--- config.mk ---
export PLATFORM = sky130hd
export DESIGN_NAME = abba_prod_unit
export DESIGN_NICKNAME = d
export VERILOG_FILES = /design/src/rtl/abba_pkg.sv /design/src/rtl/abba_prod_unit.sv
export SDC_FILE = /design/constraint.sdc
export NUM_CORES = 2
export LEC_CHECK = 0
export ABC_AREA = 1
export BUFFER_PORTS_ARGS = -buffer_cell sky130_fd_sc_hd__buf_4
export CORE_ASPECT_RATIO = 1.4
export CORE_MARGIN = 1.5
export CORE_UTILIZATION = 50
export CTS_CLUSTER_SIZE = 12
export DETAILED_ROUTE_END_ITERATION = 16
export HOLD_SLACK_MARGIN = 0.02
export PLACE_DENSITY = 0.74
export SKIP_CTS_REPAIR_TIMING = 1
export SYNTH_ARGS = -nofsm -noshare
export SYNTH_HDL_FRONTEND = slang
export SYNTH_SLANG_ARGS = --single-unit
export TNS_END_PERCENT = 1
--- constraint.sdc ---
create_clock -name clk -period 28.7 [get_ports clk]
set_input_delay 2.87 -clock clk [delete_from_list [all_inputs] [get_ports clk]]
set_output_delay 2.87 -clock clk [all_outputs]
set_load 0.02 [all_outputs]
--- src/rtl/abba_pkg.sv ---
// abba_pkg: shared types and constants for the abba-baba d-statistic accumulator
// holds the word layouts of both channels, fixed-point widths and control codes
// no dependencies

package abba_pkg;

  // default sizes of the statistic and bin stores
  localparam int NUM_STATS_DEF = 16;
  localparam int NUM_BINS_DEF  = 128;

  // fraction bits of the allele frequencies, 1.0 == 2**FREQ_BITS
  localparam int FREQ_BITS = 16;
  localparam int FREQ_W    = 17;
  localparam int ONE_W     = FREQ_BITS + 1;
  localparam int MUL_W     = FREQ_BITS + 2;
  localparam int PROD_W    = 2 * MUL_W;
  localparam int RAW_W     = 2 * FREQ_BITS + 1;

  // per-site terms after conversion to 32 fraction bits never exceed 2**32
  localparam int Q_W   = 33;
  localparam int Q_RSH = (2 * FREQ_BITS >= 32) ? 2 * FREQ_BITS - 32 : 0;
  localparam int Q_LSH = (2 * FREQ_BITS >= 32) ? 0 : 32 - 2 * FREQ_BITS;

  localparam logic [ONE_W-1:0] FREQ_ONE = {1'b1, {FREQ_BITS{1'b0}}};

  // item modes
  localparam logic MODE_ACC  = 1'b0;
  localparam logic MODE_READ = 1'b1;

  // multiplier schedule, one product per step
  localparam logic [2:0] STEP_PAB    = 3'd0;
  localparam logic [2:0] STEP_PBA    = 3'd1;
  localparam logic [2:0] STEP_PCD    = 3'd2;
  localparam logic [2:0] STEP_PDC    = 3'd3;
  localparam logic [2:0] STEP_DEN    = 3'd4;
  localparam logic [2:0] STEP_BABA_A = 3'd5;
  localparam logic [2:0] STEP_BABA_B = 3'd6;
  localparam logic [2:0] STEP_NUM    = 3'd7;

  typedef struct packed {
    logic              mode;
    logic [3:0]        stat_index;
    logic [6:0]        bin_index;
    logic              missing;
    logic [FREQ_W-1:0] freq_a;
    logic [FREQ_W-1:0] freq_b;
    logic [FREQ_W-1:0] freq_c;
    logic [FREQ_W-1:0] freq_d;
  } site_t;

  typedef struct packed {
    logic signed [63:0] total_numerator;
    logic [62:0]        total_denominator;
    logic [62:0]        total_abba;
    logic [62:0]        total_baba;
    logic [31:0]        total_sites;
    logic signed [63:0] loo_numerator;
    logic [62:0]        loo_denominator;
    logic [31:0]        loo_sites;
  } result_t;

  // sequencer to product unit
  typedef struct packed {
    logic       load;
    logic       mul;
    logic [2:0] step;
    logic       conv;
  } prod_ctrl_t;

  // per-site terms with 32 fraction bits
  typedef struct packed {
    logic signed [Q_W:0] numerator;
    logic [Q_W-1:0]      denominator;
    logic [Q_W-1:0]      abba;
    logic [Q_W-1:0]      baba;
  } terms_t;

endpackage

--- src/rtl/abba_prod_unit.sv ---
// abba_prod_unit: shared multiplier that forms the per-site terms one product a step
// depends on abba_pkg; stepped by the sequencer in the top level

module abba_prod_unit
  import abba_pkg::*;
(
  input  logic       clk,
  input  site_t      site,
  input  prod_ctrl_t ctrl,
  output terms_t     terms
);

  function automatic logic [ONE_W-1:0] clamp_freq(input logic [FREQ_W-1:0] v);
    logic [31:0] x;
    x = 32'(v);
    if (x > 32'(FREQ_ONE)) x = 32'(FREQ_ONE);
    return x[ONE_W-1:0];
  endfunction

  // bring 2*FREQ_BITS fraction bits to 32 fraction bits
  function automatic logic [Q_W-1:0] to_q32(input logic [RAW_W-1:0] v);
    logic [63:0] w;
    w = 64'(v);
    w = (w >> Q_RSH) << Q_LSH;
    return w[Q_W-1:0];
  endfunction

  logic [ONE_W-1:0]         fa, fb, fc, fd;
  logic [ONE_W-1:0]         pab, pba, pcd, pdc;
  logic [RAW_W-1:0]         den_raw, baba_raw;
  logic signed [RAW_W:0]    num_raw;
  logic signed [MUL_W-1:0]  op_x, op_y;
  logic signed [PROD_W-1:0] prod;
  logic                     num_neg;
  logic [RAW_W-1:0]         num_mag;
  logic signed [Q_W:0]      num_q;

  // operand select for the shared multiplier
  always_comb begin
    op_x = '0;
    op_y = '0;
    case (ctrl.step)
      STEP_PAB: begin
        op_x = $signed(MUL_W'(fa));
        op_y = $signed(MUL_W'(FREQ_ONE - fb));
      end
      STEP_PBA: begin
        op_x = $signed(MUL_W'(FREQ_ONE - fa));
        op_y = $signed(MUL_W'(fb));
      end
      STEP_PCD: begin
        op_x = $signed(MUL_W'(fc));
        op_y = $signed(MUL_W'(FREQ_ONE - fd));
      end
      STEP_PDC: begin
        op_x = $signed(MUL_W'(FREQ_ONE - fc));
        op_y = $signed(MUL_W'(fd));
      end
      STEP_DEN: begin
        op_x = $signed(MUL_W'(pab) + MUL_W'(pba));
        op_y = $signed(MUL_W'(pcd) + MUL_W'(pdc));
      end
      STEP_BABA_A: begin
        op_x = $signed(MUL_W'(pab));
        op_y = $signed(MUL_W'(pcd));
      end
      STEP_BABA_B: begin
        op_x = $signed(MUL_W'(pba));
        op_y = $signed(MUL_W'(pdc));
      end
      STEP_NUM: begin
        op_x = $signed(MUL_W'(fa)) - $signed(MUL_W'(fb));
        op_y = $signed(MUL_W'(fc)) - $signed(MUL_W'(fd));
      end
      default: begin
        op_x = '0;
        op_y = '0;
      end
    endcase
    prod = op_x * op_y;
  end

  // sign and magnitude of the numerator, truncation toward zero
  always_comb begin
    num_neg = num_raw[RAW_W];
    num_mag = num_neg ? RAW_W'(-num_raw) : RAW_W'(num_raw);
    num_q   = $signed({1'b0, to_q32(num_mag)});
  end

  // operand capture, product capture and conversion
  always_ff @(posedge clk) begin
    if (ctrl.load) begin
      fa <= clamp_freq(site.freq_a);
      fb <= clamp_freq(site.freq_b);
      fc <= clamp_freq(site.freq_c);
      fd <= clamp_freq(site.freq_d);
    end
    if (ctrl.mul) begin
      case (ctrl.step)
        STEP_PAB:    pab <= prod[FREQ_BITS +: ONE_W];
        STEP_PBA:    pba <= prod[FREQ_BITS +: ONE_W];
        STEP_PCD:    pcd <= prod[FREQ_BITS +: ONE_W];
        STEP_PDC:    pdc <= prod[FREQ_BITS +: ONE_W];
        STEP_DEN:    den_raw <= prod[RAW_W-1:0];
        STEP_BABA_A: baba_raw <= prod[RAW_W-1:0];
        STEP_BABA_B: baba_raw <= baba_raw + prod[RAW_W-1:0];
        STEP_NUM:    num_raw <= prod[RAW_W:0];
        default:     ;
      endcase
    end
    if (ctrl.conv) begin
      terms.numerator   <= num_neg ? -num_q : num_q;
      terms.denominator <= to_q32(den_raw);
      terms.baba        <= to_q32(baba_raw);
      // abba + baba equals the denominator product exactly
      terms.abba        <= to_q32(den_raw - baba_raw);
    end
  end

endmodule

; ---- After elaboration in Yosys (flattened, before gate mapping)
; Index checks and enable logic that the tools add are counted.
[totals]
register_bits = 369
input_bits = 88
elab_cells = 54
[op_classes]
n_addsub = 12
mul = 1
magnitude_cmp = 4
eq_ne = 7
n_mux = 5
reduce_logical = 9
[op_table]
columns = op, count
row1 = $pmux 18 s8, 2
row2 = $sub 17x17->18 const A, 4
row3 = $gt 17x17->1 const B, 4
row4 = $mux 33, 2
row5 = $pmux 33 s2, 1
row6 = $add 17x17->18, 2
row7 = $sub 17x17->18, 2
row8 = $mul 18x18->34, 1
row9 = $neg 33->34, 1
row10 = $add 33x33->33, 1
row11 = $neg 33->33, 1
row12 = $sub 33x33->33, 1
row13 = $reduce_and 2->1, 7
row14 = $eq 3x3->1 const B, 4
row15 = $eq 3x2->1 const B, 2
row16 = $eq 3x1->1 const B, 1
row17 = $logic_not 3->1, 1
row18 = $reduce_bool 2->1, 1

; ---- Depth between registers and ports, before layout
[depth]
ltp_word = 5
depth_mapped = 59
ltp_nobuf = 56

; ---- Worst setup path after synthesis
; No wires, ideal clock.
[synth_path]
kind = input-to-reg
startpoint = in ctrl[2] in the netlist's numbering
endpoint = reg baba_raw[28], data pin
setup_time_ps = 254
arrival_ps = 11689
t_required_ps = 28446
setup_slack_ps = 16757
stages = 52
n_path_buf = 4
cell_sequence = buf_4 nand2_2 nor2_2 inv_4 clkbuf_1 buf_1 nor2_1 ha_1 a21oi_1 o21ai_0 nand2_1 nand4_1 nand3_1 nand2_1 a21oi_1 o21ai_0 o2111ai_1 nand2_1 [... 16 more ...] inv_1 nand2_1 nor3_1 a21oi_1 o21ai_0 nand3_1 nand2_1 xor2_1 ha_1 a21oi_1 o21ai_0 nor2_1 o21ai_0 nand2_1 nand2_1 or2_2 nand3_1 nand2_1
[synth_via]
elab_chain_cells = 5
word_cells_on_any_way = 13
classes_between = add/sub: 1 / mul: 1 / eq/ne: 7 / mux: 3 / reduce/logical: 1
[synth_rtl]
columns = element, line
row1 = start: declaration, abba_prod_unit.sv:9  ; input prod_ctrl_t ctrl,
row2 = $eq 3x3->1 (tied with other cells), abba_prod_unit.sv:42  ; case (ctrl.step)
row3 = $pmux 18 s8, abba_prod_unit.sv:42
row4 = $mul 18x18->34 (*), abba_prod_unit.sv:80  ; prod = op_x * op_y;
row5 = via prod[23], abba_prod_unit.sv:33  ; logic signed [PROD_W-1:0] prod;
row6 = $add 33x33->33 (*), abba_prod_unit.sv:106  ; STEP_BABA_B: baba_raw <= baba_raw + prod[RAW_W-1:0];
row7 = $pmux 33 s2 (*), abba_prod_unit.sv:99  ; case (ctrl.step)
row8 = end signal: assignment, abba_prod_unit.sv:105  ; STEP_BABA_A: baba_raw <= prod[RAW_W-1:0];
row9 = end signal: assignment, abba_prod_unit.sv:106
row10 = end: declaration, abba_prod_unit.sv:30  ; logic [RAW_W-1:0] den_raw, baba_raw;
; Mark *: on every way through the listed nets, which the timed path passes. The rest lies on a longest branch.
; A chain may end at the register's enable or synchronous reset.

; ---- Worst setup path in the final report
[layout_path]
startpoint = in ctrl[2] in the netlist's numbering
endpoint = reg baba_raw[32], data pin
; The elaborated chain is that of the path after synthesis.

==> metrics <==
synthesized area 35200 µm²; Distinct cells, synth 61; I/O pin total 221; synth cell count leaders nand2_1 (851), inv_1 (780), nor2_1 (423); outcome completed; #FFs+latches synth 369; warnings from Yosys 0; Avg Inst Size Synth 8.50 µm²; worst-path fanout max 19; max-cap viol count 0; chip height 317 µm; leading area contributor after synthesis edfxtp_1; Post-synth top flop edfxtp_1; Worst EP arrival 14.26 ns; cells on worst reg2reg path 43; die width 227 µm; Synth Instances 4147; Synth area leaders edfxtp_1 (31%), fa_1 (18%), nand2_1 (9.1%); ys async rst share 0%; TritonRoute pass-1 iters 6; Worst EP required 29.03 ns; H-tree Lvls 2; share of the synthesized area in the top cell type 31.4%; Worst-path clk slew 0.06 ns; initial antenna violation count 1; Cell Rows 115; Final Non-Filler Cells 5298; Clk Tree Root Cell clkbuf_16; CP delay by family, top adder cells; crit-path max cell delay 0.89 ns; total negative slack 0 ns; CTS tree done; full die area 72100 µm²; RSZ-0062 raised after global routing false; most common cell in the netlist nand2_1; Min Clock Period, post-route 13.93 ns; CTS Sinks 369; final period utilization 48.5%; Syn-to-layout area delta 10.8%; clk_lat worst skew 0.59 ns; number of synthesized flops with an enable pin 369; WP buf/inv 9; ant diodes 0; most used cell, CP nand2_1; Via density 5.53; total wire length 105000 µm; DR DRC count 0; GRT overflow 0; sequential fraction of the synthesis area 31.4%; Total GRT Usage 29.7%; nets@finish 4979; Final HPWL DP 84700 µm; Multi-input gate area 20700 µm²; Sequential Area 11100 µm²; Initial Util 50.3%; Worst-Margin Slew 1.16 ns; kind of critical path in2reg; share of cells above drive strength 1 9.45%; routability congestion estimate 1.02; largest net degree at the start of global routing 81; per-cell routed wire length 19.9 µm; Inst Count DP 5236; first-pass GRT wire length 161000 µm; CTS max path bufs 3; final setup fails 0; reg2reg setup slack 17.26 ns; Clock Skew 0.0373 ns; via count of the first global-routing pass 29300; Core Area 70100 µm²; Hold Path Cell Cnt 0; Antenna Violating Nets Remaining 0; Net Count, Synth 4784; Slowest-stage cell, CP clkinv_1; Slew HR 22.6%; final hold vios 0; DRT iter0 DRCs 2253; critical path depth 40; Max Fclk 71.8 MHz; Worst Setup End Kind flop; buffers added on ports 207; worst hold path class reg2reg; Vias 29300; max-slew violations 0; CTS buffer count 40; Worst Setup Start Kind input pin; filler cell count 6376
metrics by stage:
step	util [%]	setup slack, ns	area (µm²)	hold WS, ns
global route	55.7	14.38	39000	0.476
CTS	55.7	14.99	39000	0.464
global placement	53.9	14.52	37800	0.444
detailed placement	53.9	14.45	37800	0.449
finish	55.7	14.77	39000	0.461
floorplan	-	16.76	35200	0.426
final cells by class:
cell class / count / share of cell area (%)
Tap cell: 936 / 3.00
Multi-Input combinational cell: 2889 / 53.1
Sequential cell: 369 / 28.4
Clock inverter: 17 / 0.500
Inverter: 805 / 7.78
Clock buffer: 45 / 2.67
Timing Repair Buffer: 237 / 4.56
path summary, 6_finish.rpt:
kind | from | endpoint
worst min register to register | den_raw[0] | terms[66]
worst max-delay path | ctrl[2] | baba_raw[32]
worst max register to register | fc[0] | baba_raw[32]
worst min-delay path | den_raw[0] | terms[66]
placed cells by master, fill, tap and decap left out, drive strengths merged, types with 4 or more instances in the layout:
master / n
a211oi: 22
a21boi: 8
a21o: 20
a21oi: 215
a221oi: 8
a31oi: 13
and2: 4
buf: 237
clkbuf: 45
clkinv: 21
edfxtp: 369
fa: 321
ha: 228
inv: 795
nand2: 878
nand3: 171
nand3b: 11
nand4: 42
nor2: 437
nor3: 36
nor4: 22
o2111ai: 8
o211ai: 14
o21a: 8
o21ai: 193
o21bai: 12
o22ai: 8
o311ai: 6
o31ai: 8
or2: 36
xnor2: 36
xor2: 108
per-layer routing:
layer / part of all wire [%] / GRT usage (%)
met1: 36 / 34.0
met2: 48 / 50.9
met3: 7.2 / 3.79
met4: 8.3 / 21.5
met5: 0.011 / 0
registers in the layout, indices dropped and copies added, names as in the netlist:
| register | count |
|---|---|
| terms | 133 |
| num_raw | 34 |
| baba_raw | 33 |
| den_raw | 33 |
| fa | 17 |
| fb | 17 |
| fc | 17 |
| fd | 17 |
| pab | 17 |
| pba | 17 |
| pcd | 17 |
| pdc | 17 |
cell families (layout without fill, tap and decap cells):
kind of cell	Yosys count	after routing	synth area share, %
simple gates	1643	1643	19.6
buf+inv	889	1104	9.88
compound gates	553	553	9.12
fa+ha+maj	549	549	26.3
flops	369	369	31.4
xor+xnor	144	144	3.58
Power is not shown: default switching activity piles up to over one toggle a cycle in this logic, so the estimate is an artifact.
